File: src/rtl/core/kwem_pkg.sv
// kwem_pkg: shared constants, codes and the token type for the k-mer window
// extractor. No dependencies.
`timescale 1ns / 1ps

package kwem_pkg;

  // Match table geometry: one chain cell per table slot.
  localparam int unsigned TABLE_DEPTH = 64;
  localparam int unsigned SLOT_W      = 6;   // bits of a table slot index
  localparam int unsigned CNT_W       = 7;   // bits of table_count
  localparam int unsigned MAX_KMER    = 32;
  localparam int unsigned MER_W       = 64;
  localparam int unsigned POS_W       = 48;
  localparam int unsigned KSZ_W       = 6;   // bits of kmer_size
  localparam int unsigned RUN_W       = 6;   // bits of the valid-base run
  localparam int unsigned CODE_W      = 3;
  localparam int unsigned OP_W        = 2;
  localparam int unsigned IN_DATA_W   = 128;
  localparam int unsigned OUT_DATA_W  = 120;

  // Request opcodes.
  localparam logic [OP_W-1:0] OP_BASE  = 2'd0;
  localparam logic [OP_W-1:0] OP_START = 2'd1;
  localparam logic [OP_W-1:0] OP_LOAD  = 2'd2;

  // Configuration register indexes.
  localparam logic REG_KMER_SIZE   = 1'b0;
  localparam logic REG_TABLE_COUNT = 1'b1;

  // One request traveling down the cell chain: either a finished window
  // (query) or a table load aimed at one cell.
  typedef struct packed {
    logic              valid;
    logic              is_load;
    logic [MER_W-1:0]  value;    // window value or entry to store
    logic [POS_W-1:0]  pos;
    logic              strand;
    logic [SLOT_W-1:0] slot;     // load target or matching slot
    logic              found;
  } kwem_token_t;

endpackage

File: src/rtl/core/kwem_cell.sv
// kwem_cell: one match-table slot. Stores its entry, applies passing loads
// and compares passing windows, then hands the token on. Depends on kwem_pkg.
`timescale 1ns / 1ps

module kwem_cell import kwem_pkg::*; (
  input  logic              clk_i,
  input  logic              rst_ni,
  input  logic              en_i,
  input  logic [SLOT_W-1:0] idx_i,
  input  logic [CNT_W-1:0]  cnt_i,
  input  kwem_token_t       token_i,
  output kwem_token_t       token_o
);

  logic [MER_W-1:0] entry_q, entry_d;
  kwem_token_t      token_q, token_d;
  logic             active;

  assign active = {1'b0, idx_i} < cnt_i;

  always_comb begin
    entry_d = entry_q;
    token_d = token_i;
    if (token_i.valid) begin
      if (token_i.is_load) begin
        if (token_i.slot == idx_i) begin
          entry_d = token_i.value;
        end
      end else if (!token_i.found && active && entry_q == token_i.value) begin
        token_d.found = 1'b1;
        token_d.slot  = idx_i;
      end
    end
  end

  always_ff @(posedge clk_i) begin
    if (en_i) begin
      entry_q <= entry_d;
    end
  end

  always_ff @(posedge clk_i or negedge rst_ni) begin
    if (!rst_ni) begin
      token_q.valid <= 1'b0;
    end else if (en_i) begin
      token_q <= token_d;
    end
  end

  assign token_o = token_q;

endmodule

File: config.mk
export PLATFORM = sky130hd
export DESIGN_NAME = kwem_cell
export DESIGN_NICKNAME = d
export VERILOG_FILES = /design/src/rtl/core/kwem_pkg.sv /design/src/rtl/core/kwem_cell.sv
export SDC_FILE = /design/constraint.sdc
export NUM_CORES = 1
export LEC_CHECK = 0
export ABC_AREA = 0
export BUFFER_PORTS_ARGS = -buffer_cell sky130_fd_sc_hd__buf_2
export CAP_MARGIN = 20
export CORE_UTILIZATION = 35
export CTS_CLUSTER_DIAMETER = 100
export DETAILED_ROUTE_END_ITERATION = 6
export MAX_ROUTING_LAYER = met4
export PLACE_DENSITY = 0.57
export RECOVER_POWER = 50
export SYNTH_ARGS = -nofsm -noshare
export SYNTH_HDL_FRONTEND = slang
export SYNTH_SLANG_ARGS = --single-unit
File: constraint.sdc
create_clock -name clk_i -period 3.5 [get_ports clk_i]
set_input_delay 0 -clock clk_i [delete_from_list [all_inputs] [get_ports clk_i]]
set_output_delay 0 -clock clk_i [all_outputs]
set_load 0.02 [all_outputs]
* Word-level counts from Yosys, hierarchy flattened
Index checks and enable logic that the tools add are counted.
Cells by class: reductions and logical operators 5, mux-type cells 3, magnitude comparators 1, equal/unequal tests 2
Operators by type and width (number):
- $eq 64x64->1 | 1
- $mux 7 | 3
- $lt 6x7->1 | 1
- $eq 6x6->1 | 1
- $reduce_and 4->1 | 1
- $logic_and 1x1->1 | 2
- $reduce_and 2->1 | 1
- $logic_not 1->1 | 1
Storage, ports and cells: output and inout bits 122, flip-flop bits (word level) 186, word-level logic and storage cells 19, input bits 138

* Longest topological paths before layout
Gate-level depths: netlist (run 1).
depth after elaboration 6, gate-level depth with buffers 7, mapped depth without buffers 7

* Least setup slack after synthesis (run 1)
Ideal clock, no wire load.
kind input-to-reg, start input port token_i[2] (netlist bit), end register entry_q[0] (enable), setup slack -3617 ps, arrival 6473 ps, required time 2856 ps, stages on the path 3, library setup time 644 ps, cells stage by stage xnor2_1 nand4_1 nor4_1
On the way: word-level cells in the longest chain between the ends 2
RTL lines:
- from (decl) | line kwem_cell.sv:11 | input kwem_token_t token_i,
- $eq 6x6->1 | line kwem_cell.sv:26 | if (token_i.slot == idx_i) begin
- $reduce_and 4->1 (no source line)
- to (signal assigned) | line kwem_cell.sv:38 | entry_q <= entry_d;
- to (decl) | line kwem_cell.sv:15 | logic [MER_W-1:0] entry_q, entry_d;
No other way between the ends. A chain may end at the register's enable or synchronous reset.

==> reports/results.tsv, run 1 <==
stage	metric	value	unit
cells_and_area	n_fill_cell	1587	
sta	fmax	0.3244	GHz
clock_network	clkSinkCount	186	
sta	hold_viol_final	0	
floorplanning	die_area	19660	um^2
pwr	seq_power_share	50.6	%
route	drt-pass1-iter-count	4	
cells_and_area	final_net_count	893	
logic_synthesis	synthArstFlopShare	0.5376	%
critical_path	regToRegSetupSlack	0.42	ns
sta	rsz0062_at_grt	no	
critical_path	rr_worst_depth	7	
place	io_buffers	259	
pwr	peakVddDrop	344.1	uV
logic_synthesis	synth.distinct_cells	33	
route	vias	4460	
sta	holdWs	0.2726	ns
sta	tightest_slew	0.8740	ns
place	hpwl	10560	um
global_routing	grt_pass1_wl	23480	um
clock_network	cts_tree	done	
sta	fin_setup_tns	0	ns
logic_synthesis	synth.avg_cell_area	19.73	um^2
logic_synthesis	synthesis.nets	482	
sta	slew_viol_final	0	
floorplanning	die_h	140.2	um
route	drc	0	
run_status	status	finished, final reports clean	
worst_hold_path	min_path_cells	2	
global_routing	grt_max_degree	71	
logic_synthesis	synth_ff_type	edfxtp_1	
pwr	cellInternalPower	3.928	mW
sta	setup-violations-final	0	
floorplanning	io_pins	260	
place	place_congestion	0.7502	
flow_run	max_cap_violations	0	
critical_path	startpoint_type	flip-flop	
pwr	powerDensity	506.7	nW/um^2
logic_synthesis	ys_ff_latch	186	
clock_network	clockBufferDepth	2	
logic_synthesis	synthesis.area	6688	um^2
pwr	clock_power_share	39.1	%
pwr	power_switching	1.178	mW
logic_synthesis	yosysSeqAreaShare	83.44	%
clock_network	post_cts_resized	0	
pwr	p_sw_share	23.07	%
floorplanning	die_width	140.2	um
critical_path	cp_max_fo	7	
clock_network	cts-root-buf	clkbuf_16	
sta	layout_min_cycle_time	3.083	ns
cells_and_area	diodes	0	
logic_synthesis	synth_edf_count	185	
global_routing	grt_pass1_vias	4550	
pwr	pwr-share-comb	10.2	%
route	postRouteAntennaNets	0	
critical_path	cp_cell_sequence	inv_1 -> a222oi_1 -> o31ai_1 -> or4_4 -> nor4_4 -> mux2_2 -> dlygate4sd3_1	
clock_network	htreeDepth	4	
clock_network	clkTransAtPathRegs	0.07	ns
sta	min_period_over_period	88.07	%
global_routing	overflow	0	
clock_network	cts_hold_buf	131	
floorplanning	rows	50	
critical_path	path_class	flip-flop to flip-flop	
critical_path	cpPeakStageDelay	0.57	ns
route	via_per_inst	4.478	
critical_path	crit_arrival	3.24	ns
sta	max-slew-margin-rel	41.74	%
floorplanning	initial_core_util	35.75	%
cells_and_area	seq_area	5580	um^2
critical_path	slowest_stage	dlygate4sd3_1	
pwr	p_leak	3.694	nW
clock_network	numCtsBuffers	17	
floorplanning	core_area	18710	um^2
global_routing	antenna_found_initial	0	
critical_path	crit_path_end_kind	flip-flop	
route	wl_per_cell	15.66	um
clock_network	cts_post_setup_buffers_inserted	0	
cells_and_area	area_growth	50.66	%
global_routing	grt.total_usage	16.39	%
cells_and_area	drive_gt1_share	22.05	%
logic_synthesis	yosysWarnings	0	
route	routed_wl	15600	um
cells_and_area	multiInputGateArea	1001	um^2
logic_synthesis	syn_inst	339	
worst_hold_path	hold_path_class	primary input to flip-flop	
critical_path	required	3.66	ns
sta	finClkSkew	0.007081	ns
route	drt_iter0_markers	139	
clock_network	clk-insertion-delay-late	0.42	ns
[area by class of cell]
cell class,instances,share of cell area (%)
clock buffers,17,4.222
well taps,234,2.906
multi-input cells,120,9.934
repair buffers,392,24.46
flip-flops and latches,186,55.38
inverters,33,1.229
clock inverters,14,1.863
[metal layers]
layer  global-route usage [%]  vias up  wire [um]
met5                        -        -          0
met4                    4.511        0        125
met3                    3.932        9        902
met2                    27.13      162       7751
met1                    20.07     2159       6817
li1                         -     2130          -
[sequential cells by signal (all words and copies together), names as in the netlist]
register and flops:
token_o 122, entry_q 64
[Yosys cell counts, drive strengths merged (2+ instances only)]
library cell,instances,area (um^2)
edfxtp,185,5555
inv,33,123.9
xnor2,32,280.3
xor2,11,96.34
nand4,10,62.56
o22ai,9,56.30
nor4,8,65.06
mux2,7,78.83
ha,5,62.56
a21oi,4,20.02
nand2b,4,25.02
o2bb2ai,4,35.03
a22o,3,26.28
a22oi,3,22.52
nor2b,3,18.77
and4,2,17.52
[worst paths after layout]
| kind | from | end |
|---|---|---|
| worst min register to register | token_o[121]$_DFFE_PN0P_ | token_o[121]$_DFFE_PN0P_ |
| max in group asynchronous | rst_ni | token_o[121]$_DFFE_PN0P_ |
| worst max register to register | entry_q[11]$_DFFE_PP_ | token_o[4]$_DFFE_PP_ |
| worst min-delay path | en_i | token_o[24]$_DFFE_PP_ |
| min in group asynchronous | rst_ni | token_o[121]$_DFFE_PN0P_ |
| worst max-delay path | entry_q[11]$_DFFE_PP_ | token_o[4]$_DFFE_PP_ |
[per-stage QoR]
| step | total power [mW] | utilization, % | cell area (um^2) | std cells | worst slack, ns |
|---|---|---|---|---|---|
| final | 5.106 | 53.87 | 10080 | 996 | 0.4174 |
| after global placement | 3.062 | 44.49 | 8322 | 834 | 0.9436 |
| after CTS | 5.180 | 54.78 | 10250 | 996 | 0.3204 |
| after detailed placement | 3.070 | 44.49 | 8322 | 834 | 0.8979 |
| after floorplan | 2.849 | - | 6703 | 339 | 0.2294 |
| after global routing | 5.286 | 53.87 | 10080 | 996 | 0.1730 |
[placed cells by master (no fill, tap or decap), drive strengths merged, types with 5 or more instances in the layout]
cell	n
ha	5
clkbuf	154
o22ai	9
dlygate4sd3	131
nor4	8
nand4	10
clkinvlp	5
edfxtp	185
buf	124
xnor2	32
mux2	7
inv	38
xor2	11
[worst max-delay path: cells and delay by family (launching register included)]
kind / cells / cell delay [ns]
simple gates: 2 / 0.99
buf+inv: 2 / 0.62
compound gates: 2 / 0.49
mux: 1 / 0.39
flops: 1 / 0.32
[power groups by stage]
| stage | registers (mW) | logic (mW) | clock network [mW] |
|---|---|---|---|
| final | 2.59 | 0.523 | 2.00 |
| after detailed placement | 2.63 | 0.437 | 0 |
| after floorplan | 2.77 | 0.0784 | 0 |
| after global routing | 2.59 | 0.562 | 2.13 |
| after CTS | 2.58 | 0.553 | 2.04 |
| after global placement | 2.63 | 0.431 | 0 |
[cells by family after synthesis]
family	Yosys count	share of synthesized area, %
AOI/OAI and AO/OA	31	3.443
xor gates and xnor gates	43	5.631
adders and majority gates	5	0.9355
and+or+nand+nor	34	3.517
buffers and inverters	33	1.852
muxes	7	1.179
DFF	186	83.44
(Power assumes the default switching activity.)
==> run 2, diff against run 1 <==
--- a/config.mk
+++ b/config.mk
@@ -11,8 +11,9 @@
 export CORE_UTILIZATION = 35
 export CTS_CLUSTER_DIAMETER = 100
 export DETAILED_ROUTE_END_ITERATION = 6
+export GPL_ROUTABILITY_DRIVEN = 1
 export MAX_ROUTING_LAYER = met4
-export PLACE_DENSITY = 0.57
+export PLACE_DENSITY = 0.59
 export RECOVER_POWER = 50
 export SYNTH_ARGS = -nofsm -noshare
 export SYNTH_HDL_FRONTEND = slang
==> constraint.sdc (replaced) <==
create_clock -name clk_i -period 2.8 [get_ports clk_i]
set_input_delay 0 -clock clk_i [delete_from_list [all_inputs] [get_ports clk_i]]
set_output_delay 0 -clock clk_i [all_outputs]
set_load 0.02 [all_outputs]
==> reports/results.tsv, run 2 (synthesis gave the netlist of run 1 again) <==
stage	metric	value	unit	change
run_status	status	finished, final reports clean		
cells_and_area	drive_gt1_share	23.08	%	+1.0 points
sta	min_period_over_period	91.25	%	+3.2 points
route	drc	0		unchanged
place	placed_area	8382	um^2	+0.72%
critical_path	crit_arrival	2.71	ns	-0.53 ns
critical_path	crit_path_end_kind	flip-flop		
sta	max-slew-margin-rel	50.76	%	+9.0 points
floorplanning	io_pins	260		unchanged
worst_hold_path	min_from	token_i[42]		
worst_hold_path	hold_path_class	primary input to flip-flop		
clock_network	cts-root-buf	clkbuf_16		
clock_network	htreeDepth	4		unchanged
critical_path	rr_worst_depth	6		-1
sta	layout_min_cycle_time	2.555	ns	-0.5275 ns
pwr	peakVddDrop	390.8	uV	+14%
route	vias	4514		+1.2%
worst_hold_path	hold_end	token_o[42]$_DFFE_PP_		
floorplanning	initial_core_util	35.75	%	unchanged
clock_network	cts_tree	done		
global_routing	grt_pass1_vias	4834		+6.2%
route	wl_per_cell	16.16	um	+3.2%
critical_path	cp_cell_sequence	nand2b_1 -> o2111ai_1 -> a2111oi_0 -> nand4_1 -> nor4_4 -> mux2_2		
floorplanning	die_h	140.2	um	unchanged
sta	finClkSkew	0.008624	ns	+0.001543 ns
cells_and_area	largest_reg_flops	122		unchanged
global_routing	antenna_found_initial	1		+1
critical_path	crit_family	simple AND/OR/NAND/NOR gates		
place	io_buffers	259		unchanged
sta	rsz0062_at_grt	no		
pwr	seq_power_share	52.7	%	+2.1 points
clock_network	post_cts_resized	0		unchanged
critical_path	r2r_start	entry_q[55]$_DFFE_PP_		
pwr	pwr-share-comb	10.8	%	+0.6 points
clock_network	clockBufferDepth	2		unchanged
cells_and_area	final_common_cell	edfxtp_1		
pwr	cellInternalPower	4.721	mW	+20%
critical_path	critPathBufInv	0		-2
clock_network	cts_post_setup_buffers_inserted	0		unchanged
worst_hold_path	min_path_cells	2		unchanged
sta	tightest_slew	0.7290	ns	-0.1450 ns
flow_run	max_cap_violations	0		unchanged
floorplanning	rows	50		unchanged
cells_and_area	final_cell_mix	edfxtp_1 (185), clkbuf_1 (135), dlygate4sd3_1 (131)		
global_routing	grt_max_degree	52		-27%
cells_and_area	final_area	10080	um^2	about the same
pwr	p_leak	3.731	nW	+1.0%
global_routing	grt.total_usage	17.17	%	+0.79 points
sta	hold_viol_final	0		unchanged
floorplanning	die_width	140.2	um	unchanged
sta	slew_viol_final	0		unchanged
floorplanning	core_area	18710	um^2	unchanged
critical_path	slowest_stage	nor4_4		
cells_and_area	final_net_count	897		+0.45%
clock_network	clk-insertion-delay-late	0.41	ns	about the same
critical_path	required	2.96	ns	-0.70 ns
global_routing	overflow	0		unchanged
place	hpwl	10870	um	+2.9%
route	via_per_inst	4.505		+0.60%
cells_and_area	n_fill_cell	1574		-0.82%
cells_and_area	area_growth	50.72	%	about the same
pwr	powerDensity	609.1	nW/um^2	+20%
critical_path	r2r_end	token_o[4]$_DFFE_PP_		
pwr	p_sw_share	23.11	%	+0.043 points
route	drt_iter0_markers	225		+62%
sta	holdWs	0.2912	ns	+0.01854 ns
pwr	power_switching	1.419	mW	+20%
route	postRouteAntennaNets	0		unchanged
clock_network	clkTransAtPathRegs	0.07	ns	about the same
route	routed_wl	16190	um	+3.8%
sta	fmax	0.3914	GHz	+21%
clock_network	numCtsBuffers	17		unchanged
critical_path	startpoint_type	flip-flop		
pwr	clock_power_share	36.5	%	-2.6 points
clock_network	clkSinkCount	186		unchanged
critical_path	cpPeakStageDelay	0.57	ns	about the same
critical_path	path_class	flip-flop to flip-flop		
critical_path	cp_max_fo	7		unchanged
place	place_congestion	0.7409		-1.2%
floorplanning	die_area	19660	um^2	unchanged
sta	setup-violations-final	0		unchanged
global_routing	grt_pass1_wl	24710	um	+5.2%
route	drt-pass1-iter-count	6		+2
critical_path	regToRegSetupSlack	0.24	ns	-0.17 ns
-- run 2: changes by cell type in the layout (fill, tap and decap cells not counted), moves of 2 or more --
cell / delta
buf_4: +4
clkinv_4: +3
buf_2: +3
clkinvlp_4: -4
xnor2_2: +4
bufinv_16: -2
clkinv_2: +4
inv_8: -3
xnor2_1: -4
-- run 2: worst max-delay path by stage --
stage	from	end	cells past startpoint
2_1_floorplan	idx_i[0]	entry_q[0]$_DFFE_PP_	3
3_3_place_gp	entry_q[55]$_DFFE_PP_	token_o[2]$_DFFE_PP_	6
3_5_place_dp	entry_q[55]$_DFFE_PP_	token_o[4]$_DFFE_PP_	6
4_1_cts	entry_q[55]$_DFFE_PP_	token_o[4]$_DFFE_PP_	6
5_1_grt	entry_q[55]$_DFFE_PP_	token_o[4]$_DFFE_PP_	6
6_report	entry_q[55]$_DFFE_PP_	token_o[4]$_DFFE_PP_	6
-- run 2: repair_timing --
item / CTS / global route
setup endpoints to repair: 0 / 0
hold endpoints to repair: 187 / 0
hold buffers: 131 / 0
-- run 2: worst register-to-register path: stages (launching register included) --
cell and delay [ns]:
edfxtp_1 0.39, nand2b_1 0.11, o2111ai_1 0.11, a2111oi_0 0.50
nand4_1 0.23, nor4_4 0.57, mux2_2 0.40
-- run 2: through the flow --
| stage | power, mW | TNS [ns] | cells | setup slack [ns] | util (%) |
|---|---|---|---|---|---|
| 2_1_floorplan | 3.560 | -3.532 | 339 | -0.05519 | - |
| 3_3_place_gp | 3.833 | 0 | 838 | 0.3588 | 44.81 |
| 3_5_place_dp | 3.844 | 0 | 838 | 0.1937 | 44.81 |
| 4_1_cts | 6.238 | 0 | 1001 | 0.1868 | 54.77 |
| 5_1_grt | 6.384 | 0 | 1002 | 0.06181 | 53.89 |
| 6_report | 6.140 | 0 | 1002 | 0.2449 | 53.89 |
-- run 2: final cells by class --
cell class	instances	area (um^2)	share of cell area (%)
diodes	1	2.502	0.02483
multi-input cells	120	1031	10.23
well taps	234	292.8	2.905
inverters	33	123.9	1.229
flip-flops and latches	186	5580	55.36
repair buffers	396	2497	24.78
clock inverters	14	122.6	1.216
clock buffers	18	429.2	4.258
-- run 2: routing by layer --
metal  wire [um]  vias up  track usage, %  share of wire, %
li1            -     2148               -                 -
met1        6695     2172           19.54                41
met2        8375      171           29.08                52
met3         795       23           4.274               4.9
met4         322        0           6.825               2.0
met5           0        -               -                 0
-- run 2: power groups by stage --
stage	clock network [mW]	registers (mW)	logic, mW
floorplan	0	3.46	0.102
global placement	0	3.29	0.545
detailed placement	0	3.29	0.552
CTS	2.31	3.23	0.697
global route	2.43	3.24	0.712
finish	2.24	3.23	0.664
