### src/rtl/core/kwem_pkg.sv
// kwem_pkg: shared constants, codes and the token type for the k-mer window
// extractor. No dependencies.
`timescale 1ns / 1ps

package kwem_pkg;

  // Match table geometry: one chain cell per table slot.
  localparam int unsigned TABLE_DEPTH = 64;
  localparam int unsigned SLOT_W      = 6;   // bits of a table slot index
  localparam int unsigned CNT_W       = 7;   // bits of table_count
  localparam int unsigned MAX_KMER    = 32;
  localparam int unsigned MER_W       = 64;
  localparam int unsigned POS_W       = 48;
  localparam int unsigned KSZ_W       = 6;   // bits of kmer_size
  localparam int unsigned RUN_W       = 6;   // bits of the valid-base run
  localparam int unsigned CODE_W      = 3;
  localparam int unsigned OP_W        = 2;
  localparam int unsigned IN_DATA_W   = 128;
  localparam int unsigned OUT_DATA_W  = 120;

  // Request opcodes.
  localparam logic [OP_W-1:0] OP_BASE  = 2'd0;
  localparam logic [OP_W-1:0] OP_START = 2'd1;
  localparam logic [OP_W-1:0] OP_LOAD  = 2'd2;

  // Configuration register indexes.
  localparam logic REG_KMER_SIZE   = 1'b0;
  localparam logic REG_TABLE_COUNT = 1'b1;

  // One request traveling down the cell chain: either a finished window
  // (query) or a table load aimed at one cell.
  typedef struct packed {
    logic              valid;
    logic              is_load;
    logic [MER_W-1:0]  value;    // window value or entry to store
    logic [POS_W-1:0]  pos;
    logic              strand;
    logic [SLOT_W-1:0] slot;     // load target or matching slot
    logic              found;
  } kwem_token_t;

endpackage

### src/rtl/core/kwem_window.sv
// kwem_window: rolling 2-bit k-mer window, valid-base run, position counter.
// Turns accepted loads and complete windows into chain tokens. Depends on kwem_pkg.
`timescale 1ns / 1ps

module kwem_window import kwem_pkg::*; (
  input  logic              clk_i,
  input  logic              rst_ni,
  input  logic              accept_i,
  input  logic [OP_W-1:0]   opcode_i,
  input  logic [CODE_W-1:0] base_code_i,
  input  logic [POS_W-1:0]  start_position_i,
  input  logic              reverse_strand_i,
  input  logic [SLOT_W-1:0] entry_index_i,
  input  logic [MER_W-1:0]  entry_mer_i,
  input  logic [KSZ_W-1:0]  kmer_size_i,
  output kwem_token_t       token_o
);

  logic [MER_W-1:0] window_q, window_d;
  logic [RUN_W-1:0] run_q, run_d;
  logic [POS_W-1:0] offset_q, offset_d;
  logic [POS_W-1:0] count_q, count_d;
  logic             strand_q, strand_d;

  logic [KSZ_W-1:0] k_eff;
  logic [6:0]       shamt;
  logic [MER_W-1:0] mask;

  // Clamp the window size to 1..MAX_KMER.
  always_comb begin
    k_eff = kmer_size_i;
    if (kmer_size_i == '0) begin
      k_eff = KSZ_W'(1);
    end else if (kmer_size_i > KSZ_W'(MAX_KMER)) begin
      k_eff = KSZ_W'(MAX_KMER);
    end
    shamt = 7'(MER_W) - {k_eff, 1'b0};
    mask  = {MER_W{1'b1}} >> shamt;
  end

  always_comb begin
    window_d = window_q;
    run_d    = run_q;
    offset_d = offset_q;
    count_d  = count_q;
    strand_d = strand_q;

    token_o         = '0;
    token_o.strand  = strand_q;

    if (accept_i) begin
      unique case (opcode_i)
        OP_START: begin
          offset_d = start_position_i;
          strand_d = reverse_strand_i;
          count_d  = '0;
          run_d    = '0;
          window_d = '0;
        end
        OP_LOAD: begin
          // A 6-bit slot index always falls inside the table.
          token_o.valid   = 1'b1;
          token_o.is_load = 1'b1;
          token_o.value   = entry_mer_i;
          token_o.slot    = entry_index_i;
        end
        OP_BASE: begin
          count_d = count_q + POS_W'(1);
          if (base_code_i > CODE_W'(3)) begin
            // Error base: drop the window and the run, keep counting.
            window_d = '0;
            run_d    = '0;
          end else begin
            window_d = {window_q[MER_W-3:0], base_code_i[1:0]};
            if (run_q < RUN_W'(MAX_KMER)) begin
              run_d = run_q + RUN_W'(1);
            end
            token_o.valid = (run_d >= k_eff);
            token_o.value = window_d & mask;
            token_o.pos   = offset_q + count_q - POS_W'(k_eff - KSZ_W'(1));
          end
        end
        default: begin
        end
      endcase
    end
  end

  always_ff @(posedge clk_i or negedge rst_ni) begin
    if (!rst_ni) begin
      window_q <= '0;
      run_q    <= '0;
      offset_q <= '0;
      count_q  <= '0;
      strand_q <= 1'b0;
    end else begin
      window_q <= window_d;
      run_q    <= run_d;
      offset_q <= offset_d;
      count_q  <= count_d;
      strand_q <= strand_d;
    end
  end

endmodule

### config.mk
export PLATFORM = sky130hd
export DESIGN_NAME = kwem_window
export DESIGN_NICKNAME = d
export VERILOG_FILES = /design/src/rtl/core/kwem_pkg.sv /design/src/rtl/core/kwem_window.sv
export SDC_FILE = /design/constraint.sdc
export NUM_CORES = 1
export LEC_CHECK = 0
export BUFFER_PORTS_ARGS = -buffer_cell sky130_fd_sc_hd__buf_4
export CAP_MARGIN = 25
export CORE_ASPECT_RATIO = 0.7
export CORE_MARGIN = 4
export CORE_UTILIZATION = 25
export DETAILED_ROUTE_END_ITERATION = 6
export PLACE_DENSITY = 0.49
export RECOVER_POWER = 25
export SKIP_CTS_REPAIR_TIMING = 1
export SLEW_MARGIN = 40
export SYNTH_ARGS = -nofsm -noshare
export SYNTH_HDL_FRONTEND = slang
export SYNTH_SLANG_ARGS = --single-unit
export TNS_END_PERCENT = 100
### constraint.sdc
create_clock -name clk_i -period 12.5 [get_ports clk_i]
set_clock_uncertainty 0.05 [all_clocks]
set_input_delay 2.5 -clock clk_i [delete_from_list [all_inputs] [get_ports clk_i]]
set_output_delay 2.5 -clock clk_i [all_outputs]
set_load 0.05 [all_outputs]
* Word-level counts from Yosys, hierarchy flattened
Cells that the tools add are included.
W data, S select, Z words.
** Operators by class
- $add $sub $neg :: 6
- Divide/modulo/power cells :: 0
- $mul :: 0
- Shifts and indexed selects :: 1
- Magnitude comparators :: 4
- Bitwise operators :: 1
- Equality and inequality tests :: 2
- Reduce and logical (&&, ||, !) cells :: 5
- Mux-type cells :: 20
** Operators by type and width (number)
- $pmux W64 S2 :: 1
- $pmux W62 S2 :: 1
- $mux W114 :: 1
- $mux W112 :: 1
- $pmux W48 S2 :: 1
- $and A64 B64 Y64 :: 1
- $shr A64 B7 Y64 const A :: 1
- $mux W62 :: 1
- $mux W6 :: 9
- $add A48 B1 Y48 const B :: 1
- $add A48 B48 Y48 :: 1
- $mux W48 :: 1
- $sub A48 B48 Y48 :: 1
- $pmux W6 S2 :: 1
- $sub A6 B1 Y7 const B :: 1
- $sub A7 B7 Y7 const A :: 1
- $add A6 B1 Y6 const B :: 1
- $ge A6 B6 Y1 :: 1
- $gt A6 B6 Y1 const B :: 1
- $logic_not A6 Y1 :: 1
- $lt A6 B6 Y1 const B :: 1
- $reduce_and A2 Y1 :: 2
- $gt A3 B2 Y1 const B :: 1
- $eq A2 B1 Y1 const B :: 1
- other kinds (5) :: 6
** Word-level totals
- Logic and storage cells :: 44
- Latch bits :: 0
- Memory bits (read-only) :: 0
- Memories :: 0
- Input port bits :: 133
- RAM bits :: 0
- Bits in registers :: 165

* Depth between registers and ports, before layout
Gate-level depths: netlist of the first run.
- Word-level depth :: 9
- Mapped depth :: 17
- Mapped depth without buffers :: 16

* Worst setup path before layout of the first run
OpenSTA, ideal clock, no wires.
- Kind :: in2out
- Start point :: in kmer_size_i[3]
- End point :: out token_o[53] (netlist bit)
- Required time :: 9.950 ns
- Arrival :: 9.296 ns
- Stages :: 16
- Setup slack :: 0.654 ns
- Cell sequence :: nor4_1 > o21ai_0 > ha_1 > inv_1 > nor2_1 > fa_1 > inv_1 > ha_1 > a21o_1 > or3_2 > o22ai_1 > o21ai_0 > or3b_2 > o211ai_1 > a21oi_1 > nor3b_1
** RTL lines
- start, declared :: line kwem_window.sv:15 : input logic [KSZ_W-1:0] kmer_size_i,
- end, declared :: line kwem_window.sv:16 : output kwem_token_t token_o

==> reports/metrics.yaml, run 1 <==
outcome:
  outcome: "finished with violations"
  violations: "max-capacitance violations, max-slew violations"
yosys:
  synth_cell_types: 65
  synth_area_per_cell_um2: 7.79
  synth_fp_nets: 1883
  syn_inst: 1643
  synth_ff_type: "dfrtp_1"
  netlist_area_mm2: 0.0128
  synth_edf_count: 0
  yosys_register_bits: 165
  yosysWarnings: 0
  synth-seq-area-share_pct: 32.3
  async_reset_ff_share_pct: 100
cts:
  clock_sinks: 165
  htreeDepth: 4
  cts_tree: "built"
  cts_buffer_depth: 2
  cts_made_buffers: 17
  clkTransAtPathRegs_ns: 0.07
  ctsRootBufferMaster: "clkbuf_16"
  worstSkewPairLatency_ns: 0.46
placed_design:
  port_buffers: 253
  dp_hpwl_um: 34500
  placedCellCount: 2495
  place_area_mm2: 0.0153
  gp_congestion: 0.901
run:
  drv_cap: 2
setup_path:
  cp_max_fo: 27
  critPathKind: "in -> out"
  r2r_start: "count_q[3]"
  crit_buf_inv: 5
  rr_endpoint: "count_q[46]"
  ff2ff_path_depth: 8
  worst_setup_path_start_kind: "input port"
  cp-end-kind: "output port"
  cp_cell_sequence: "buf_4 -> nor4_1 -> o21ai_0 -> ha_1 -> inv_1 -> nor2_4 -> buf_4 -> fa_1 -> inv_1 -> ha_1 -> a21o_1 -> a21o_1 -> or3_1 -> o221a_1 -> o41ai_4 -> a2111oi_2 -> or3_1 -> a21oi_1 -> buf_4"
  max_stage_delay_ns: 0.64
  critical-path-top-delay-family: "compound AO/OA/AOI/OAI gates"
  required_ns: 9.95
  rrSetupSlack_ns: 9.38
  cp.arrival_ns: 7.93
  path_common_cell: "buf_4"
  worst_path_max_delay_cell: "o41ai_4"
sta:
  relSlewSlack_pct: -181
  timing.setup.tns_ns: 0
  setup_viol: 0
  period_needed_ns: 10.48
  rsz0062_at_grt: "false"
  finalCritPeriodShare_pct: 83.8
  maxSlewViolCount: 136
  worstMarginPinSlew_ns: 4.21
  fmax_mhz: 95.5
  hold_viol: 0
cells_and_area:
  drive_gt1_share_pct: 16.9
  syn2layout_area_growth_pct: 24.0
  final_nets: 2081
  fin_area_mm2: 0.0159
  fin_cells: 2529
floorplan:
  ios: 255
  die_area_mm2: 0.0549
  core.rowCount: 69
  dieHeight_um: 197
  coreArea_mm2: 0.0507
  die_w_um: 278
  start_util_pct: 25.2
detailed_routing:
  via_per_inst: 4.81
  routed_wl_um: 44700
  vias: 12200
  drc_errors: 0
  detail_route.wl_per_cell_um: 17.7
  dr.pass1.iters: 6
  drt_iter0_drc: 987
  antenna_left: 0
global_routing:
  grt_max_degree: 94
  grt_pass1_wl_um: 68800
  first_global_vias: 11700
  grt_overflow: 0
  antenna_found_initial: 2
  track_usage_pct: 15.9
power_and_ir_drop:
  peakVddDrop_mv: 0.0729
  power.density_mw_per_mm2: 130
  p_leak_nw: 7.61
min_path:
  min_to: "strand_q"
  hold_start: "strand_q"
  hp-class: "reg -> reg"
  holdPathStages: 2
per-stage QoR:
stage	utilization [%]	power, W	hold slack (ns)	setup slack [ns]
2_1_floorplan	-	0.00129	0.388	0.654
3_3_place_gp	30.3	0.00156	0.412	1.95
3_5_place_dp	30.3	0.00157	0.414	2.08
4_1_cts	31.3	0.00208	0.430	2.05
5_1_grt	31.3	0.00221	0.479	1.68
6_report	31.3	0.00207	0.432	2.02
cell usage after synthesis (9+ instances only):
| cell type | count | area, µm² |
|---|---|---|
| a21o_1 | 21 | 158 |
| nand2b_1 | 14 | 87.6 |
| xnor2_1 | 64 | 561 |
| nand2_1 | 262 | 983 |
| a211oi_1 | 10 | 75.1 |
| buf_1 | 14 | 52.6 |
| nor3_1 | 28 | 140 |
| a22oi_1 | 23 | 173 |
| inv_1 | 193 | 724 |
| and3_1 | 13 | 81.3 |
| ha_1 | 60 | 751 |
| nand3_1 | 98 | 490 |
| dfrtp_1 | 165 | 4130 |
| xor2_1 | 16 | 140 |
| nor2_1 | 179 | 672 |
| or3_1 | 12 | 75.1 |
| a21oi_1 | 75 | 375 |
| clkbuf_1 | 68 | 255 |
| fa_1 | 47 | 941 |
| o21ai_0 | 93 | 465 |
| a32oi_1 | 37 | 324 |
| o21bai_1 | 10 | 75.1 |
| nand4_1 | 30 | 188 |
| nor2b_1 | 9 | 56.3 |
placed cells by master (no fill, tap or decap), types with 26 or more instances in the layout:
| cell | netlist | routed |
|---|---|---|
| nand3_1 | 98 | 98 |
| buf_4 | 2 | 260 |
| nand2_1 | 262 | 262 |
| nor3_1 | 28 | 26 |
| inv_1 | 193 | 193 |
| ha_1 | 60 | 60 |
| a32oi_1 | 37 | 37 |
| nor2_1 | 179 | 178 |
| a21oi_1 | 75 | 75 |
| nand4_1 | 30 | 30 |
| xnor2_1 | 64 | 64 |
| o21ai_0 | 93 | 92 |
| fa_1 | 47 | 47 |
| dfrtp_1 | 165 | 165 |
tightest hold or removal path: stages, from the launching register on:
cell	delay, ns
dfrtp_1	0.34
nand2_1	0.05
nand2_1	0.06
metal layers:
layer	wire [µm]	global-route usage, %	vias to the layer above
met4	674	4.13	0
met3	1910	2.88	42
met2	20000	23.5	247
met5	0	0	-
met1	22100	23.8	5962
li1	-	-	5903
how the worst max path moves through the flow:
stage / from / endpoint / depth (start not counted)
detailed placement: kmer_size_i[3] / token_o[55] / 19
global placement: kmer_size_i[1] / token_o[52] / 18
global route: kmer_size_i[3] / token_o[55] / 19
CTS: kmer_size_i[3] / token_o[55] / 19
finish: kmer_size_i[3] / token_o[55] / 19
floorplan: kmer_size_i[3] / token_o[53] / 16
cell type report:
cell class | instances | area, µm²
fillers | 5396 | 34800
multi-input cells | 1198 | 7640
flip-flops and latches | 165 | 4130
repair buffers | 266 | 1990
well taps | 674 | 843
inverters | 193 | 724
clock buffers | 21 | 450
clock inverters | 10 | 76.3
diodes | 2 | 5.00
cell families after synthesis:
group                    share of synthesized area, %
AND/OR/NAND/NOR                                  23.5
AO/OA/AOI/OAI                                    16.5
buffers and inverters                            8.30
flip-flops                                       32.3
adder cells (fa/ha/maj)                          13.2
XOR/XNOR                                         5.48
multiplexers                                    0.577
other                                          0.0587
flip-flops by register name, indices dropped and copies added, names as in the netlist:
name      count
run_q         6
offset_q     48
window_q     62
count_q      48
strand_q      1
where the power goes:
group	switching [W]	leakage (nW)	internal [W]
clock network	0.000243	0.238	0.000259
logic	0.000629	5.15	0.000359
registers	0.0000144	2.22	0.000563
No activity file was read; power rests on OpenSTA's default activity.
==> run 2, diff against run 1 <==
--- a/config.mk
+++ b/config.mk
@@ -5,6 +5,7 @@
 export SDC_FILE = /design/constraint.sdc
 export NUM_CORES = 1
 export LEC_CHECK = 0
+export ABC_AREA = 1
 export BUFFER_PORTS_ARGS = -buffer_cell sky130_fd_sc_hd__buf_4
 export CAP_MARGIN = 25
 export CORE_ASPECT_RATIO = 0.7
==> constraint.sdc (replaced) <==
create_clock -name clk_i -period 9.1 [get_ports clk_i]
set_clock_uncertainty 0.05 [all_clocks]
set_input_delay 1.82 -clock clk_i [delete_from_list [all_inputs] [get_ports clk_i]]
set_output_delay 1.82 -clock clk_i [all_outputs]
set_load 0.05 [all_outputs]
==> run 2 against run 1 <==
  * The flow still finishes with violations (max-capacitance violations, max-slew violations)
  * Area after synthesis increased by 17%
  * Combinational power rose by 66%
  * Die area increased by 16%
  * Count of clock-buffer cells in the layout fell by 3
  * Via count is 31% higher
  * Core utilization is 0.26 points lower
  * Flip-flop and latch count unchanged
  * Total power is 53% higher
  * Critical path depth increased by 2
  * Routed wire length is 32% higher
  * Cell count is 39% higher
  * Global-route usage grew 2.2 points
  * Critical endpoint is now token_o[46]
==> reports/metrics.yaml, run 2 <==
yosys:
  synth_top_area_cell: "dfrtp_1"
  synth_fp_nets: 2713  # +44%
  synth.area.top_cells: "dfrtp_1 28%, nand2_1 21%, inv_1 13%, nor2_1 7.0%, fa_1 6.3%"
  synth_edf_count: 0  # unchanged
  netlist_area_mm2: 0.0149  # +17%
  synth_top_area_share_pct: 27.7  # -4.6 points
  synth_cell_types: 43  # -34%
  synth_ff_type: "dfrtp_1"
  yosysWarnings: 0  # unchanged
  yosys_register_bits: 165  # unchanged
  synth-seq-area-share_pct: 27.7  # -4.6 points
  async_reset_ff_share_pct: 100  # unchanged
  synth_area_per_cell_um2: 6.03  # -23%
  syn_inst: 2473  # +51%
  netlist_top_cells_count: "825 x nand2_1, 508 x inv_1, 279 x nor2_1"
  synthMostInstantiatedCell: "nand2_1"
placed_design:
  place_area_mm2: 0.0177  # +15%
  port_buffers: 253  # unchanged
  placedCellCount: 3473  # +39%
  gp_congestion: 0.969  # +7.6%
  dp_hpwl_um: 48400  # +41%
power_and_ir_drop:
  p_sw_w: 0.00154  # +74%
  p_sw_share_pct: 48.9  # +6.0 points
  seqPwrFrac_pct: 25.1  # -2.8 points
  power.density_mw_per_mm2: 173  # +33%
  clockPowerShare_pct: 22.8  # -1.5 points
  intPower_w: 0.00161  # +37%
  p_leak_nw: 9.45  # +24%
  peakVddDrop_mv: 0.134  # +84%
  pwr-share-comb_pct: 52.1  # +4.3 points
global_routing:
  use_met3_pct: 5.95  # +3.1 points
  grt_overflow: 0  # unchanged
  antenna_found_initial: 1  # -1
  met2_usage_pct: 25.3  # +1.8 points
  met1_usage_pct: 27.3  # +3.5 points
  first_global_vias: 14700  # +26%
  track_usage_pct: 18.1  # +2.2 points
  grt_max_degree: 122  # +30%
  top_usage_layer: "met1"
  grt_pass1_wl_um: 88000  # +28%
outcome:
  outcome: "finished with violations"
  violations: "max-capacitance violations, max-slew violations"
cells_and_area:
  fillers: 6634  # +23%
  fin_cells: 3505  # +39%
  syn2layout_area_growth_pct: 22.2
  final_core_util_pct: 31.0  # -0.26 points
  antenna_cells: 0  # -2
  mostFrequentLayoutCell: "nand2_1"
  final_nets: 2934  # +41%
  top_register: "window_q"
  largest_reg_flops: 62  # unchanged
  top_regs: "window_q: 62 flops, count_q: 48 flops, offset_q: 48 flops"
  final_cell_mix: "825 x nand2_1, 508 x inv_1, 278 x nor2_1, 260 x buf_4, 165 x dfrtp_1"
  fin_area_mm2: 0.0182  # +15%
  drive_gt1_share_pct: 11.5  # -5.4 points
floorplan:
  die_area_mm2: 0.0637  # +16%
  core.rowCount: 74  # +7.2%
  coreArea_mm2: 0.0587  # +16%
  dieHeight_um: 212  # +7.6%
  die_w_um: 300  # +7.7%
  ios: 255  # unchanged
  start_util_pct: 25.4  # +0.15 points
min_path:
  hp-class: "reg -> reg"
setup_path:
  critPathKind: "in -> out"
  cp-end-kind: "output port"
  crit_start: "kmer_size_i[0]"
  cp.arrival_ns: 6.67  # -1.26 ns
  r2r_start: "count_q[20]"
  rrSetupSlack_ns: 6.55  # -2.83 ns
  cp_max_fo: 42  # +56%
  ff2ff_path_depth: 11  # +3
  required_ns: 7.23  # -2.72 ns
  cp-endpoint: "token_o[46]"
  worst_setup_path_start_kind: "input port"
  rr_endpoint: "count_q[42]"
detailed_routing:
  via_per_inst: 4.55  # -5.3%
  drt_iter0_drc: 1469  # +49%
  drc_errors: 0  # unchanged
  detail_route.wl_per_cell_um: 16.8  # -4.7%
  dr.pass1.iters: 5  # -1
  antenna_left: 0  # unchanged
  routed_wl_um: 59000  # +32%
  vias: 16000  # +31%
sta:
  setup_viol: 0  # unchanged
  period_needed_ns: 8.54
  maxSlewViolCount: 170  # +25%
  whs_ns: 0.427  # -0.00469 ns
  timing.setup.tns_ns: 0  # unchanged
  rsz0062_at_grt: "false"
  hold_viol: 0  # unchanged
  relSlewSlack_pct: -145  # +36 points
  fmax_mhz: 117
  worstMarginPinSlew_ns: 3.68  # -0.535 ns
  finalCritPeriodShare_pct: 93.8
cts:
  ctsRootBufferMaster: "clkbuf_16"
  clock_sinks: 165  # unchanged
  clkTransAtPathRegs_ns: 0.08  # about the same
  cts_buffer_depth: 2  # unchanged
  cts_made_buffers: 17  # unchanged
  htreeDepth: 4  # unchanged
  cts_tree: "built"
  worstSkewPairLatency_ns: 0.47  # about the same
run:
  drv_cap: 3  # +1
run 2: cell types whose count changed after synthesis, moves of 20 or more:
cell      previous run  this run
nand2_1            262       825
inv_1              193       508
nor2_1             179       279
xnor2_1             64         2
a21oi_1             75       136
o21ai_0             93       142
a32oi_1             37         0
clkbuf_1            68        43
nand3_1             98       120
a21o_1              21         1
a22oi_1             23         3
run 2: per-layer routing:
| metal | vias up | part of all wire [%] |
|---|---|---|
| met1 | 7428 | 49 |
| met3 | 34 | 9.4 |
| li1 | 7963 | - |
| met4 | 2 | 0.72 |
| met5 | - | 0.27 |
| met2 | 531 | 41 |
run 2: critical path, cell delays in order:
cell and delay (ns):
buf_4 0.11, nor2_1 0.13, nand3_1 0.08, o21ai_0 0.22, nand2_1 0.15, ha_1 0.25, nand2_1 0.14, nor3_4 0.06
buf_12 0.19, fa_1 0.54, inv_1 0.05, ha_1 0.43, nand2_1 0.16, nor2_1 0.32, nand2_1 0.22, nor3_1 0.54
nand4_1 0.48, nand3_1 0.25, nor2_1 0.05, nor2_1 0.17, buf_4 0.23
run 2: through the flow:
stage               setup WS, ns  total power, W
finish                     0.561         0.00316
global route               0.443         0.00341
CTS                        0.756         0.00317
detailed placement         0.778         0.00243
global placement           0.638         0.00243
floorplan                  0.134         0.00188
run 2: worst min-delay path by stage:
stage / startpoint / endpoint / slack, ns / depth (start not counted)
finish: strand_q / strand_q / 0.43 / 2
global route: offset_q[0] / offset_q[0] / 0.48 / 2
CTS: strand_q / strand_q / 0.43 / 2
detailed placement: strand_q / strand_q / 0.41 / 2
global placement: strand_q / strand_q / 0.41 / 2
floorplan: strand_q / strand_q / 0.39 / 2
run 2: final cells by class:
cell class | instances | area [µm²] | share of cell area, %
Clock buffer | 18 | 439 | 2.41
Clock inverter | 14 | 115 | 0.632
Inverter | 515 | 1930 | 10.6
Multi-Input combinational cell | 1730 | 8610 | 47.2
Sequential cell | 165 | 4130 | 22.7
Tap cell | 798 | 998 | 5.48
Timing Repair Buffer | 265 | 1990 | 10.9
run 2: kinds of logic (layout without fill, tap and decap cells):
kind of cell | Yosys count | after routing | synth area share, %
DFF | 165 | 165 | 27.7
adders and majority gates | 107 | 107 | 11.3
other | 2 | 2 | 0.0504
and+or+nand+nor | 1316 | 1316 | 35.5
xor gates and xnor gates | 6 | 6 | 0.353
buffers and inverters | 578 | 812 | 14.7
AOI/OAI and AO/OA | 299 | 299 | 10.3
run 2: power by group through the flow:
stage,sequential [W],combinational (W),clock [W]
final,0.000791,0.00164,0.000720
after detailed placement,0.000806,0.00162,0
after global routing,0.000796,0.00184,0.000778
after global placement,0.000805,0.00162,0
after CTS,0.000792,0.00163,0.000751
after floorplan,0.000800,0.00108,0
==> run 3, diff against run 2 <==
--- a/config.mk
+++ b/config.mk
@@ -13,7 +13,7 @@
 export CORE_UTILIZATION = 25
 export DETAILED_ROUTE_END_ITERATION = 6
 export PLACE_DENSITY = 0.49
-export RECOVER_POWER = 25
+export RECOVER_POWER = 100
 export SKIP_CTS_REPAIR_TIMING = 1
 export SLEW_MARGIN = 40
 export SYNTH_ARGS = -nofsm -noshare
==> run 3 against run 2 <==
  * The flow still finishes with violations (max-capacitance violations, max-slew violations)
  * Final area shrank 2.4%
  * Die area is the same
  * Routed wire length grew 0.20%
  * Non-clock buffer count is the same
  * Core utilization shrank 0.74 points
  * Setup slack lost 0.13 ns
  * Sequential power is essentially flat
  * Flip-flop and latch count is the same
  * Register-to-register slack is essentially flat
  * Critical endpoint unchanged
==> reports/metrics.yaml, run 3 (same netlist as run 2, synthesis figures left out) <==
outcome:
  outcome: "finished with violations"
  violations: "max-capacitance violations, max-slew violations"
sta:
  whs_ns: 0.425  # -0.00202 ns
  finalCritPeriodShare_pct: 95.3  # +1.4 points
  hold_viol: 0  # unchanged
  maxSlewViolCount: 507  # +200%
  relSlewSlack_pct: -146  # -0.71 points
  timing.setup.tns_ns: 0  # unchanged
  fmax_mhz: 115  # -1.5%
  setup_viol: 0  # unchanged
  worstMarginPinSlew_ns: 3.69  # +0.0107 ns
  period_needed_ns: 8.67  # +0.130 ns
  rsz0062_at_grt: "false"
  fin_ws_ns: 0.431  # -0.130 ns
setup_path:
  worst_path_max_delay_cell: "nor3_1"
  critPathKind: "in -> out"
  cp_max_fo: 42  # unchanged
  critical-path-top-delay-family: "simple AND/OR/NAND/NOR gates"
  cp.arrival_ns: 6.80  # +0.13 ns
  worst_setup_path_start_kind: "input port"
  required_ns: 7.23  # about the same
  cp-end-kind: "output port"
  crit_buf_inv: 4  # unchanged
  max_stage_delay_ns: 0.57  # +0.03 ns
  cp_cell_sequence: "buf_4 -> nor2_1 -> nand3_1 -> o21ai_0 -> nand2_1 -> ha_1 -> nand2_1 -> nor3_4 -> buf_12 -> fa_1 -> inv_1 -> ha_1 -> nand2_1 -> nor2_1 -> nand2_1 -> nor3_1 -> nand4_1 -> nand3_1 -> nor2_1 -> nor2_1 -> clkbuf_2"
power_and_ir_drop:
  total_power_w: 0.00314  # -0.50%
  p_leak_nw: 9.05  # -4.2%
  power.density_mw_per_mm2: 177  # +1.9%
  peakVddDrop_mv: 0.134  # -0.21%
cells_and_area:
  mostFrequentLayoutCell: "nand2_1"
  fillers: 6745  # +1.7%
  final_nets: 2934  # unchanged
  top_register: "window_q"
  regArea_mm2: 0.00413  # unchanged
  fin_cells: 3505  # unchanged
  syn2layout_area_growth_pct: 19.3
  top_regs: "window_q: 62 flops, count_q: 48 flops, offset_q: 48 flops"
  multi_input_area_mm2: 0.00860  # -0.12%
  final_cell_mix: "826 x nand2_1, 508 x inv_1, 279 x nor2_1, 165 x dfrtp_1, 146 x o21ai_0"
  antenna_cells: 0  # unchanged
  drive_gt1_share_pct: 8.20  # -3.3 points
  largest_reg_flops: 62  # unchanged
floorplan:
  start_util_pct: 25.4  # unchanged
  dieHeight_um: 212  # unchanged
  die_w_um: 300  # unchanged
  core.rowCount: 74  # unchanged
  coreArea_mm2: 0.0587  # unchanged
  die_area_mm2: 0.0637  # unchanged
  ios: 255  # unchanged
global_routing:
  met2_usage_pct: 25.3  # unchanged
  first_global_vias: 14700  # unchanged
  grt_overflow: 0  # unchanged
  grt_max_degree: 122  # unchanged
  track_usage_pct: 18.1  # unchanged
  use_met3_pct: 5.95  # unchanged
  antenna_found_initial: 1  # unchanged
  grt_pass1_wl_um: 88000  # unchanged
  top_usage_layer: "met1"
  met1_usage_pct: 27.3  # unchanged
detailed_routing:
  drt_iter0_drc: 1484  # +1.0%
  via_per_inst: 4.56  # +0.10%
  antenna_left: 0  # unchanged
  drc_errors: 0  # unchanged
  vias: 16000  # +0.10%
  dr.pass1.iters: 5  # unchanged
  routed_wl_um: 59200  # +0.20%
  detail_route.wl_per_cell_um: 16.9  # +0.20%
placed_design:
  gp_congestion: 0.969  # unchanged
  port_buffers: 253  # unchanged
  dp_hpwl_um: 48400  # unchanged
  placedCellCount: 3473  # unchanged
  pre_cts_slack_ns: 0.778  # unchanged
run:
  drv_cap: 8  # +5
cts:
  clock_sinks: 165  # unchanged
  ctsRootBufferMaster: "clkbuf_16"
  clkTransAtPathRegs_ns: 0.08  # about the same
  htreeDepth: 4  # unchanged
  cts_made_buffers: 17  # unchanged
  cts_tree: "built"
  cts_buffer_depth: 2  # unchanged
  worstSkewPairLatency_ns: 0.47  # about the same
min_path:
  hp-class: "reg -> reg"
run 3: tightest hold or removal path, delay by kind of cell, from the launching register on:
kind	cells	cell delay, ns
flops	1	0.35
simple gates	2	0.09
run 3: where the power goes:
group	total [W]	leakage (nW)	switching (W)	internal (W)
combinational	0.00163	6.56	0.00117	0.000460
clock	0.000719	0.265	0.000356	0.000363
sequential	0.000792	2.22	0.0000183	0.000774
total	0.00314	9.05	0.00154	0.00160
run 3: layout make-up:
class	instances	area share [%]
sequential	165	23.2
multi-input combinational	1730	48.4
tap	798	5.61
clock buffer	18	2.47
timing repair buffer	265	8.82
clock inverter	14	0.647
inverter	515	10.9
run 3: path summary, 6_finish.rpt:
| check | slack, ns | end | from | cells after the start |
|---|---|---|---|---|
| worst max-delay path | 0.43 | token_o[46] | kmer_size_i[0] | 21 |
| worst min-delay path | 0.43 | strand_q | strand_q | 2 |
| worst max register to register | 6.56 | count_q[38] | count_q[1] | 11 |
| worst min register to register | 0.43 | strand_q | strand_q | 2 |
| max in group asynchronous | 1.99 | window_q[14] | rst_ni | 2 |
| min in group asynchronous | 2.29 | offset_q[39] | rst_ni | 1 |
run 3: layer usage:
layer,share of wire (%),routed length (µm)
met1,49,29100
met2,40,23900
met5,0.26,154
met4,0.81,477
met3,9.3,5500
run 3: per-stage QoR:
stage | util [%] | area, µm²
2_1_floorplan | - | 14900
3_3_place_gp | 30.1 | 17700
3_5_place_dp | 30.1 | 17700
4_1_cts | 31.1 | 18200
5_1_grt | 30.3 | 17800
6_report | 30.3 | 17800
